--- src/rtl/core/assert_macros.svh ---
// Assertion macros shared by the RTL.
`ifndef ASSERT_MACROS_SVH
`define ASSERT_MACROS_SVH

`ifndef SYNTHESIS

`define ASSERT_IMPLIES(lbl, clk, rst, pre, post) \
  lbl: assert property (@(posedge clk) disable iff (rst) (pre) |-> (post)) \
    else $error("implication violated");

`define ASSERT_NEXT(lbl, clk, rst, pre, post) \
  lbl: assert property (@(posedge clk) disable iff (rst) (pre) |=> (post)) \
    else $error("next-cycle implication violated");

`else

`define ASSERT_IMPLIES(lbl, clk, rst, pre, post)

`define ASSERT_NEXT(lbl, clk, rst, pre, post)

`endif

`endif

--- src/rtl/core/bme_pkg.sv ---
package bme_pkg;

  localparam int CORDIC_STEPS = 16;
  localparam int STEP_W       = $clog2(CORDIC_STEPS);
  localparam int ANG_W        = 33;
  localparam int QUO_W        = 24;
  localparam int REM_W        = 32;
  localparam int RATE_W       = 37;
  localparam int TAN_W        = 26;
  localparam int TS_W         = 17;
  localparam int IWB_W        = 20;
  localparam int CFG_IDX_W    = 2;
  localparam int CFG_DATA_W   = 20;

  localparam logic [CFG_IDX_W-1:0] CFG_TIME_STEP      = 2'd0;
  localparam logic [CFG_IDX_W-1:0] CFG_INV_WHEEL_BASE = 2'd1;

  localparam logic [TS_W-1:0]  TIME_STEP_RST = 17'd655;
  localparam logic [IWB_W-1:0] IWB_RST       = 20'd26214;

  localparam logic [29:0] PHASE_SCALE = 30'd683565276;
  localparam logic [31:0] PI_Q30      = 32'd3373259426;

  localparam logic signed [ANG_W-1:0] CORDIC_GAIN = 33'sd652032874;
  localparam logic signed [TAN_W-1:0] TAN_LIMIT   = 26'sd16777216;

  localparam logic [31:0] ATAN_Q30 [CORDIC_STEPS] = '{
    32'd843314857, 32'd497837829, 32'd263043837, 32'd133525159,
    32'd67021687,  32'd33543516,  32'd16775851,  32'd8388437,
    32'd4194283,   32'd2097149,   32'd1048576,   32'd524288,
    32'd262144,    32'd131072,    32'd65536,     32'd32768
  };

  typedef enum logic [1:0] {QUAD_0, QUAD_1, QUAD_2, QUAD_3} quad_t;

  typedef struct packed {
    logic signed [ANG_W-1:0] c;
    logic signed [ANG_W-1:0] s;
  } sincos_t;

  typedef struct packed {
    logic                     valid;
    quad_t                    quad_h;
    quad_t                    quad_s;
    logic signed [31:0]       px;
    logic signed [31:0]       py;
    logic signed [31:0]       hd;
    logic signed [31:0]       sp;
    logic signed [RATE_W-1:0] rate;
    logic signed [31:0]       spd_new;
  } side1_t;

  typedef struct packed {
    logic                     valid;
    logic                     neg;
    logic                     sat;
    logic signed [31:0]       px;
    logic signed [31:0]       py;
    logic signed [31:0]       hd;
    logic signed [31:0]       sp;
    logic signed [RATE_W-1:0] rate;
    logic signed [31:0]       spd_new;
    logic signed [ANG_W-1:0]  cos_h;
    logic signed [ANG_W-1:0]  sin_h;
  } side2_t;

  function automatic sincos_t quad_rotate(input quad_t q,
                                          input logic signed [ANG_W-1:0] x,
                                          input logic signed [ANG_W-1:0] y);
    sincos_t r;
    unique case (q)
      QUAD_0: begin r.c = x;  r.s = y;  end
      QUAD_1: begin r.c = -y; r.s = x;  end
      QUAD_2: begin r.c = -x; r.s = -y; end
      QUAD_3: begin r.c = y;  r.s = -x; end
    endcase
    return r;
  endfunction

  function automatic logic signed [65:0] rnd_shr(input logic signed [65:0] v,
                                                  input logic [5:0] s);
    logic signed [65:0] half;
    half = 66'sd1 <<< (s - 6'd1);
    return (v + half) >>> s;
  endfunction

  function automatic logic signed [31:0] sat32(input logic signed [65:0] v);
    logic signed [31:0] r;
    if (v > 66'sd2147483647) begin
      r = 32'sh7FFFFFFF;
    end else if (v < -66'sd2147483648) begin
      r = 32'sh80000000;
    end else begin
      r = v[31:0];
    end
    return r;
  endfunction

endpackage

--- src/rtl/core/bme_cordic_cell.sv ---
module bme_cordic_cell (
  input  logic                                clk,
  input  logic                                en,
  input  logic [bme_pkg::STEP_W-1:0]          step,
  input  logic signed [bme_pkg::ANG_W-1:0]    x_in,
  input  logic signed [bme_pkg::ANG_W-1:0]    y_in,
  input  logic signed [bme_pkg::ANG_W-1:0]    z_in,
  output logic signed [bme_pkg::ANG_W-1:0]    x,
  output logic signed [bme_pkg::ANG_W-1:0]    y,
  output logic signed [bme_pkg::ANG_W-1:0]    z
);
  import bme_pkg::*;

  logic signed [ANG_W-1:0] xs, ys, ang, x_next, y_next, z_next;

  always_comb begin
    xs  = x_in >>> step;
    ys  = y_in >>> step;
    ang = $signed({1'b0, ATAN_Q30[step]});
    if (z_in[ANG_W-1]) begin
      x_next = x_in + ys;
      y_next = y_in - xs;
      z_next = z_in + ang;
    end else begin
      x_next = x_in - ys;
      y_next = y_in + xs;
      z_next = z_in - ang;
    end
  end

  always_ff @(posedge clk) begin
    if (en) begin
      x <= x_next;
      y <= y_next;
      z <= z_next;
    end
  end

endmodule

--- config.mk ---
export PLATFORM = sky130hd
export DESIGN_NAME = bme_cordic_cell
export DESIGN_NICKNAME = d
export VERILOG_FILES = /design/src/rtl/core/assert_macros.svh /design/src/rtl/core/bme_pkg.sv /design/src/rtl/core/bme_cordic_cell.sv
export SDC_FILE = /design/constraint.sdc
export NUM_CORES = 1
export LEC_CHECK = 0
export ABC_AREA = 1
export ABC_CLOCK_PERIOD_IN_PS = 5700
export BUFFER_PORTS_ARGS = -buffer_cell sky130_fd_sc_hd__buf_2
export CAP_MARGIN = 20
export CORE_ASPECT_RATIO = 0.9
export CORE_MARGIN = 5
export CORE_UTILIZATION = 45
export DETAILED_ROUTE_END_ITERATION = 7
export GPL_ROUTABILITY_DRIVEN = 0
export GPL_TIMING_DRIVEN = 1
export PLACE_DENSITY = 0.65
export SYNTH_ARGS = -nofsm -noshare
export SYNTH_HDL_FRONTEND = slang
export SYNTH_SLANG_ARGS = --single-unit
--- constraint.sdc ---
create_clock -name clk -period 5.7 [get_ports clk]
set_input_delay 0.855 -clock clk [delete_from_list [all_inputs] [get_ports clk]]
set_output_delay 0.855 -clock clk [all_outputs]
set_load 0.05 [all_outputs]
==> metrics <==
status finished, final reports clean; Largest stage delay, worst path between 0.5 and 0.6 ns; first-pass GRT wire length between 70000 and 80000 um; drt wl/cell 16.08 um; clk slew on worst S/H paths 0.07 ns; CP Cell Sequence buf_2, buf_4, nor2_4, nand2_2, nand2_1, inv_1, ha_1, nand3_1, nor2_1, nand4_1, inv_1, nor2_1, xnor2_1, ha_1, a21oi_1, inv_1, a21oi_1, a21boi_0, o211ai_1, nand2_1, inv_1, o21ai_0, nand2_1; final hold violation count 0; grt total ovfl 0; Starting Density approximately 45%; Final min period 4.989 ns; H-Tree Level Count 3; Synth area leader edfxtp_1; Cell Int Power ~2200 uW; element type at the critical path start input port; Mean Syn Cell Area ~6.3 sq um; final setup fails 0; crit path from step[1]; syn_nets 2525; # hold bufs at CTS 0; IO Port Bufs slightly above 200; vias after detailed routing ~16000; Filler Cell Count ~3400; Least-Margin Pin Slew 0.7443 ns; antenna violations before repair 0; Netlist cell types 51; Switch Pwr 2335 uW; Max-slew headroom around half; final period utilization 87.53%; all-layer global routing usage between 20% and 30%; # Post-CTS Setup Buffers 0; Final Max Slew Viols 0; DRC 0; Yosys reg bits just under 100; worst-path maximum fanout 60; synth-to-layout area growth 11.07%; Power per Cell Area between 200 and 300 nW/um^2; Synth top area share between 20% and 30%; CTS max path bufs 2; hold_sp x_in[0]; Final #Nets about 2700; maxcap violations 0; 1st-iter DRT viols 1392; layout cells sized above 1 12.22%; # IOs 204; clock share of power 13.9%; critical path data arrival time between 5 and 6 ns; Post-synth EDFFs a little under 100; CP Class input port to register; hold-critical path endpoint x[0]; Buf+Inv Stages, Crit Path 6; most frequent CP cell inv_1; Detail Placement HPWL roughly 39000 um; DIE AREA between 30000 and 40000 sq um; commonest non-fill, non-tap cell in the layout nand2_1; Crit path max-delay family simple AND/OR/NAND/NOR gates; num rows 62; commonest cells after routing, fill and taps aside nand2_1 (738), nand3_1 (320), nor2_1 (217), inv_1 (202), buf_2 (202); Resized cells post-CTS 0; top cells by area, synth edfxtp_1 (21%), nand2_1 (19%), nand3_1 (11%); Req. time, crit path 5.83 ns; hold path cells 2; largest net degree at the start of global routing a little over 70; Mapped Cells between 2000 and 2500; DR pass1 iterations 6; vias per inst 5.465; die width ~200 um; Root Buffer clkbuf_16; Chip Height roughly 180 um; CTS buffer count 9; Critical Path End Type register; CTS tree done; Cell Area, Synth ~14000 sq um; sequential cell area fraction in the yosys report 20.58%; hold_ws approximately 0.81 ns; static leakage power 0.007942 uW; Seq pwr share 24.8%; Sw Share roughly half; Post-synth top flop edfxtp_1; total wire length between 40000 and 50000 um; number of global-route vias before repair around 15000; worst vdd ir 0.0002136 V; synth warn 0; core area ~32000 sq um; CTS Sinks between 90 and 100; Fmax 200.4 MHz; Worst path slowest cell buf_4; RSZ-0062 raised after global routing false; combinational fraction of design power 61.3%; final setup TNS 0 ns; post-route ant nets 0; worst min-delay path class input port to register; asr flop ratio synth 0%
## layer usage
metal	routed length (um)	track usage, %
met5	0	0
met4	1991	10.39
met3	3209	3.126
met2	20660	40.63
met1	20740	34.98
## cells by family after synthesis
family / count (synthesis) / synth area share [%]
xor+xnor: 152 / 9.217
buf+inv: 292 / 8.541
flops: 99 / 20.58
simple gates: 1361 / 39.89
compound gates: 296 / 12.08
fa+ha+maj: 110 / 9.685
## metrics by stage
stage          setup WS [ns]  cells  utilization [%]  power [uW]  instance area, sq um
6_report              0.7106   2898            50.44        4555                 16040
5_1_grt               0.3751   2895            50.42        4886                 16040
4_1_cts               0.8970   2895            50.42        4572                 16040
3_5_place_dp          0.4887   2879            49.49        3922                 15740
3_3_place_gp          0.4770   2879            49.49        3903                 15740
2_1_floorplan          1.393   2310                -        3276                 14440
## cell type report
type / instances / area [sq um] / share of cell area [%]
multi-input combinational: 1919 / 10240 / 63.81
sequential: 99 / 2973 / 18.53
timing repair buffer: 221 / 1166 / 7.269
inverter: 224 / 843.3 / 5.257
tap: 416 / 520.5 / 3.244
clock buffer: 10 / 229.0 / 1.427
clock inverter: 6 / 66.31 / 0.4134
antenna: 3 / 7.507 / 0.04679
## cells in the mapped netlist (14+ instances only)
master      n
a21oi_1   116
xor2_1    113
nand3_1   320
clkbuf_1   14
xnor2_1    39
buf_2      27
ha_1      107
o21ai_0    68
a21o_1     14
nor2_2     14
o21ai_1    20
inv_2      17
o21bai_1   17
edfxtp_1   99
nor2_1    217
nand2_1   738
nand4_1    25
inv_1     203
## worst max path at each step
stage,end,cells after the start
finish,z[29],23
global route,x[23],23
CTS,z[29],23
detailed placement,z[29],23
global placement,x[27],21
floorplan,x[23],25
## sequential cells by signal, summed over array words and instances, names as in the netlist
signal and flops:
x 33, y 33, z 33
## power by group through the flow
| stage | clock, uW | sequential (uW) | combinational (uW) |
|---|---|---|---|
| after floorplan | 0 | 1850 | 1420 |
| after global placement | 0 | 1150 | 2750 |
| after detailed placement | 0 | 1150 | 2770 |
| after CTS | 654 | 1140 | 2780 |
| after global routing | 689 | 1150 | 3050 |
| final | 631 | 1130 | 2790 |
Power figures use the tool's default switching activity.
