File: config.mk
export PLATFORM = sky130hd
export DESIGN_NAME = bme_div_cell
export DESIGN_NICKNAME = d
export VERILOG_FILES = /design/src/rtl/core/assert_macros.svh /design/src/rtl/core/bme_pkg.sv /design/src/rtl/core/bme_div_cell.sv
export SDC_FILE = /design/constraint.sdc
export NUM_CORES = 1
export LEC_CHECK = 0
export BUFFER_PORTS_ARGS = -buffer_cell sky130_fd_sc_hd__buf_2
export CORE_ASPECT_RATIO = 1.2
export CORE_MARGIN = 2
export CORE_UTILIZATION = 53
export DETAILED_ROUTE_END_ITERATION = 6
export GPL_ROUTABILITY_DRIVEN = 0
export PLACE_DENSITY = 0.86
export SYNTH_ARGS = -nofsm -noshare
export SYNTH_HDL_FRONTEND = slang
export SYNTH_SLANG_ARGS = --single-unit
export TNS_END_PERCENT = 1
File: constraint.sdc
create_clock -name clk -period 4.2 [get_ports clk]
set_input_delay 0 -clock clk [delete_from_list [all_inputs] [get_ports clk]]
set_output_delay 0 -clock clk [all_outputs]
set_load 0.03 [all_outputs]
File: src/rtl/core/assert_macros.svh
// Assertion macros shared by the RTL.
`ifndef ASSERT_MACROS_SVH
`define ASSERT_MACROS_SVH

`ifndef SYNTHESIS

`define ASSERT_IMPLIES(lbl, clk, rst, pre, post) \
  lbl: assert property (@(posedge clk) disable iff (rst) (pre) |-> (post)) \
    else $error("implication violated");

`define ASSERT_NEXT(lbl, clk, rst, pre, post) \
  lbl: assert property (@(posedge clk) disable iff (rst) (pre) |=> (post)) \
    else $error("next-cycle implication violated");

`else

`define ASSERT_IMPLIES(lbl, clk, rst, pre, post)

`define ASSERT_NEXT(lbl, clk, rst, pre, post)

`endif

`endif

File: src/rtl/core/bme_pkg.sv
package bme_pkg;

  localparam int CORDIC_STEPS = 16;
  localparam int STEP_W       = $clog2(CORDIC_STEPS);
  localparam int ANG_W        = 33;
  localparam int QUO_W        = 24;
  localparam int REM_W        = 32;
  localparam int RATE_W       = 37;
  localparam int TAN_W        = 26;
  localparam int TS_W         = 17;
  localparam int IWB_W        = 20;
  localparam int CFG_IDX_W    = 2;
  localparam int CFG_DATA_W   = 20;

  localparam logic [CFG_IDX_W-1:0] CFG_TIME_STEP      = 2'd0;
  localparam logic [CFG_IDX_W-1:0] CFG_INV_WHEEL_BASE = 2'd1;

  localparam logic [TS_W-1:0]  TIME_STEP_RST = 17'd655;
  localparam logic [IWB_W-1:0] IWB_RST       = 20'd26214;

  localparam logic [29:0] PHASE_SCALE = 30'd683565276;
  localparam logic [31:0] PI_Q30      = 32'd3373259426;

  localparam logic signed [ANG_W-1:0] CORDIC_GAIN = 33'sd652032874;
  localparam logic signed [TAN_W-1:0] TAN_LIMIT   = 26'sd16777216;

  localparam logic [31:0] ATAN_Q30 [CORDIC_STEPS] = '{
    32'd843314857, 32'd497837829, 32'd263043837, 32'd133525159,
    32'd67021687,  32'd33543516,  32'd16775851,  32'd8388437,
    32'd4194283,   32'd2097149,   32'd1048576,   32'd524288,
    32'd262144,    32'd131072,    32'd65536,     32'd32768
  };

  typedef enum logic [1:0] {QUAD_0, QUAD_1, QUAD_2, QUAD_3} quad_t;

  typedef struct packed {
    logic signed [ANG_W-1:0] c;
    logic signed [ANG_W-1:0] s;
  } sincos_t;

  typedef struct packed {
    logic                     valid;
    quad_t                    quad_h;
    quad_t                    quad_s;
    logic signed [31:0]       px;
    logic signed [31:0]       py;
    logic signed [31:0]       hd;
    logic signed [31:0]       sp;
    logic signed [RATE_W-1:0] rate;
    logic signed [31:0]       spd_new;
  } side1_t;

  typedef struct packed {
    logic                     valid;
    logic                     neg;
    logic                     sat;
    logic signed [31:0]       px;
    logic signed [31:0]       py;
    logic signed [31:0]       hd;
    logic signed [31:0]       sp;
    logic signed [RATE_W-1:0] rate;
    logic signed [31:0]       spd_new;
    logic signed [ANG_W-1:0]  cos_h;
    logic signed [ANG_W-1:0]  sin_h;
  } side2_t;

  function automatic sincos_t quad_rotate(input quad_t q,
                                          input logic signed [ANG_W-1:0] x,
                                          input logic signed [ANG_W-1:0] y);
    sincos_t r;
    unique case (q)
      QUAD_0: begin r.c = x;  r.s = y;  end
      QUAD_1: begin r.c = -y; r.s = x;  end
      QUAD_2: begin r.c = -x; r.s = -y; end
      QUAD_3: begin r.c = y;  r.s = -x; end
    endcase
    return r;
  endfunction

  function automatic logic signed [65:0] rnd_shr(input logic signed [65:0] v,
                                                  input logic [5:0] s);
    logic signed [65:0] half;
    half = 66'sd1 <<< (s - 6'd1);
    return (v + half) >>> s;
  endfunction

  function automatic logic signed [31:0] sat32(input logic signed [65:0] v);
    logic signed [31:0] r;
    if (v > 66'sd2147483647) begin
      r = 32'sh7FFFFFFF;
    end else if (v < -66'sd2147483648) begin
      r = 32'sh80000000;
    end else begin
      r = v[31:0];
    end
    return r;
  endfunction

endpackage

File: src/rtl/core/bme_div_cell.sv
module bme_div_cell (
  input  logic                          clk,
  input  logic                          en,
  input  logic [bme_pkg::REM_W-1:0]     rem_in,
  input  logic [bme_pkg::QUO_W-1:0]     num_in,
  input  logic [bme_pkg::QUO_W-1:0]     quo_in,
  input  logic [bme_pkg::REM_W-1:0]     dvs_in,
  output logic [bme_pkg::REM_W-1:0]     rem,
  output logic [bme_pkg::QUO_W-1:0]     num,
  output logic [bme_pkg::QUO_W-1:0]     quo,
  output logic [bme_pkg::REM_W-1:0]     dvs
);
  import bme_pkg::*;

  logic [REM_W:0]   trial, diff;
  logic             ge;
  logic [REM_W-1:0] rem_next;

  always_comb begin
    trial    = {rem_in, num_in[QUO_W-1]};
    diff     = trial - {1'b0, dvs_in};
    ge       = trial >= {1'b0, dvs_in};
    rem_next = ge ? diff[REM_W-1:0] : trial[REM_W-1:0];
  end

  always_ff @(posedge clk) begin
    if (en) begin
      rem <= rem_next;
      num <= {num_in[QUO_W-2:0], 1'b0};
      quo <= {quo_in[QUO_W-2:0], ge};
      dvs <= dvs_in;
    end
  end

endmodule

==> impl_metrics.json <==
{
  "critPathTopFamily": "compound AO/OA/AOI/OAI gates",
  "holdCritPathClass": "input port to flip-flop",
  "relSlewSlack_pct": 29.8,
  "path_class": "input port to flip-flop",
  "finalWorstPathRequiredPeriod_ns": 3.58,
  "cpMaxStageDelayCell": "sky130_fd_sc_hd__o21a_2",
  "fillCellCount": 595,
  "totalWireLength_um": 17600,
  "area.sequential_sq_um": 3330,
  "ant_nets": 0,
  "numCtsBuffers": 9,
  "share_of_the_yosys_chip_area_belonging_to_registers_pct": 58.8,
  "design.final.nets": 927,
  "ys_ff_latch": 111,
  "placeable_core_region_sq_um": 10500,
  "synth_edf_count": 111,
  "hpwl_um": 11000,
  "power.density_cell_area_nw_per_um2": 398,
  "syn2layout_area_growth_pct": 42.3,
  "die_width_um": 98.4,
  "worstSetupStartpointType": "input port",
  "multi_input_comb_area_sq_um": 2050,
  "ys.flop_type": "sky130_fd_sc_hd__edfxtp_1",
  "max-clock-path-buffers": 2,
  "grt_setup_unrepaired": "no",
  "initial_antenna_violation_count": 3,
  "design.die.area_sq_um": 11500,
  "status": "complete, no violations",
  "grt_first_pass_wirelength_um": 27000,
  "placement.io_buffers": 223,
  "postSynthCellCount": 472,
  "setup_viol": 0,
  "timing.hold.worst_path_depth": 3,
  "worstPathArrival_ns": 3.76,
  "maxCapViolCount": 0,
  "asyncSetResetFlopFracSynth_pct": 0,
  "ios": 226,
  "chipHeight_um": 117,
  "fmax_mhz": 280,
  "grt_pass1_vias": 5078,
  "postLayoutCoreUtil_pct": 77.1,
  "tns_ns": 0,
  "crit_path_cell_trace": "dlygate4sd3_1 -> buf_2 -> inv_1 -> ha_1 -> o21ai_0 -> a21oi_1 -> a2111oi_0 -> nor2_1 -> a21o_1 -> o21a_2 -> buf_4 -> nor2_1 -> a21oi_1",
  "synth.lib_cells_used.distinct": 50,
  "worst-path-max-fanout": 47,
  "critical_path.max_stage_delay_ns": 0.85,
  "clock_sink_count": 111,
  "first_pass_iters": 5,
  "timing.critical_path.buf_inv": 4,
  "clockRootBuffer": "sky130_fd_sc_hd__clkbuf_16",
  "tritoncts_clock_tree": "yes",
  "fraction_of_layout_instances_using_a_drive_strength_above_1_pct": 32.5,
  "timing.critical_path.to_type": "flip-flop",
  "worst_slew_pin_slew_ns": 1.05,
  "final_min_period_over_clock_period_pct": 85.2,
  "worst-path-stages": 13,
  "grt_start_max_net_pins": 77,
  "top_library_cells_by_usage_in_the_layout_fill_and_taps_aside": "222 x sky130_fd_sc_hd__buf_2, 111 x sky130_fd_sc_hd__edfxtp_1, 90 x sky130_fd_sc_hd__dlygate4sd3_1",
  "count_of_synthesis_stage_warnings_from_yosys": 0,
  "dpl_worst_slack_ns": 1.00,
  "wl_per_cell_um": 19.2,
  "number_of_pins_exceeding_their_max_slew_limit_in_the_final_report": 0,
  "setup_ws_ns": 0.623,
  "placed_inst_area_sq_um": 6850,
  "cts-htree-levels": 3,
  "avgViaCountPerCell": 5.55,
  "drt_drc_violations_left": 0,
  "grt_remaining_overflow": 0,
  "clk_pin_slew_ns": 0.08,
  "crit_path_start": "dvs_in[3]",
  "floorplan.rows": 41,
  "crit_path_end": "rem[9]$_DFFE_PP_",
  "final_area_sq_um": 8070,
  "final_common_cell": "sky130_fd_sc_hd__buf_2",
  "drt_first_iter_violations": 410,
  "dr_total_vias": 5089,
  "p_leak_uw": 0.00362,
  "synth_area_per_cell_sq_um": 12.0,
  "synth.cell_area_sq_um": 5670,
  "worst_ep_required_time_ns": 4.38,
  "initial_core_util_pct": 54.2,
  "hold_violations": 0,
  "gr-usage-all-layers_pct": 29.7,
  "syn-num-nets": 619,
  "irDropWorstVdd_v": 0.000276
}
==> report_power, final <==
| part | internal (uW) | switching, uW | leakage (uW) |
|---|---|---|---|
| Clock | 476 | 417 | 0.000153 |
| Combinational | 337 | 585 | 0.00238 |
| Sequential | 1360 | 37.7 | 0.00109 |
| Total | 2170 | 1040 | 0.00362 |
==> logic make-up after synthesis <==
family	after synthesis	share of synthesized area (%)
DFF	111	58.8
and+or+nand+nor	107	9.22
buffers and inverters	64	5.14
AOI/OAI and AO/OA	120	12.9
other	1	0.0661
adders and majority gates	33	7.41
muxes	10	2.47
xor gates and xnor gates	26	4.01
==> timing repair <==
action	4_1_cts	5_1_grt
endpoints found under the hold margin	90	0
setup endpoints to repair	0	0
hold buffers	90	0
gates resized for setup	0	0
buffers inserted	0	0
==> Yosys cell counts (all sizes together) (3+ instances only) <==
cell type / count / share of area [%]
edfxtp: 111 / 59
a21oi: 55 / 4.9
inv: 46 / 3.0
nor2: 37 / 2.4
ha: 32 / 7.1
nand2: 24 / 1.6
o21ai: 21 / 1.9
xnor2: 16 / 2.5
buf: 12 / 1.7
xor2: 10 / 1.5
a21o: 8 / 1.1
mux2: 8 / 2.1
nand3: 8 / 0.71
nand4: 8 / 0.88
nand2b: 7 / 0.77
o31ai: 7 / 0.93
clkbuf: 6 / 0.40
o21a: 6 / 0.79
o21bai: 5 / 0.66
a2111oi: 4 / 0.64
a211oi: 3 / 0.40
and2: 3 / 0.33
nor3: 3 / 0.26
==> how the worst min path moves through the flow <==
stage          slack (ns)       start           endpoint
4_1_cts             0.004  rem_in[27]  rem[28]$_DFFE_PP_
2_1_floorplan         0.1   dvs_in[0]   dvs[0]$_DFFE_PP_
3_5_place_dp         0.18  quo_in[19]  quo[20]$_DFFE_PP_
3_3_place_gp         0.18   quo_in[8]   quo[9]$_DFFE_PP_
5_1_grt              0.03   rem_in[5]   rem[6]$_DFFE_PP_
6_report             0.01  rem_in[11]  rem[12]$_DFFE_PP_
==> tightest hold or removal path: cells and delay by family <==
kind | cells | cell delay, ns
and+or+nand+nor | 1 | 0.04
buffers and inverters | 1 | 0.09
AOI/OAI and AO/OA | 1 | 0.11
==> metrics by stage <==
| step | hold slack, ns | power [uW] | cells |
|---|---|---|---|
| final | 0.0119 | 3210 | 917 |
| after global placement | 0.177 | 2210 | 808 |
| after detailed placement | 0.178 | 2240 | 808 |
| after global routing | 0.0292 | 3320 | 916 |
| after floorplan | 0.0989 | 1990 | 472 |
| after CTS | 0.00382 | 3190 | 914 |
==> layout make-up <==
cell class              count  share of cell area [%]
flip-flops and latches    111                    41.3
multi-input cells         297                    25.4
repair buffers            315                    25.2
clock buffers               9                    2.79
inverters                  46                    2.14
well taps                 129                    2.00
clock inverters             7                    1.09
diodes                      3                  0.0930
==> routing by layer <==
layer	vias to the layer above	GRT usage [%]	wire [um]
li1	2344	-	-
met1	2374	35.0	6470
met2	327	51.9	9000
met3	44	7.33	1600
met4	0	11.1	579
met5	-	0	0
==> flip-flops by register name (all words and copies together) (netlist names) <==
register,count
num,23
dvs,32
rem,32
quo,24
No activity file was read; power rests on OpenSTA's default activity.
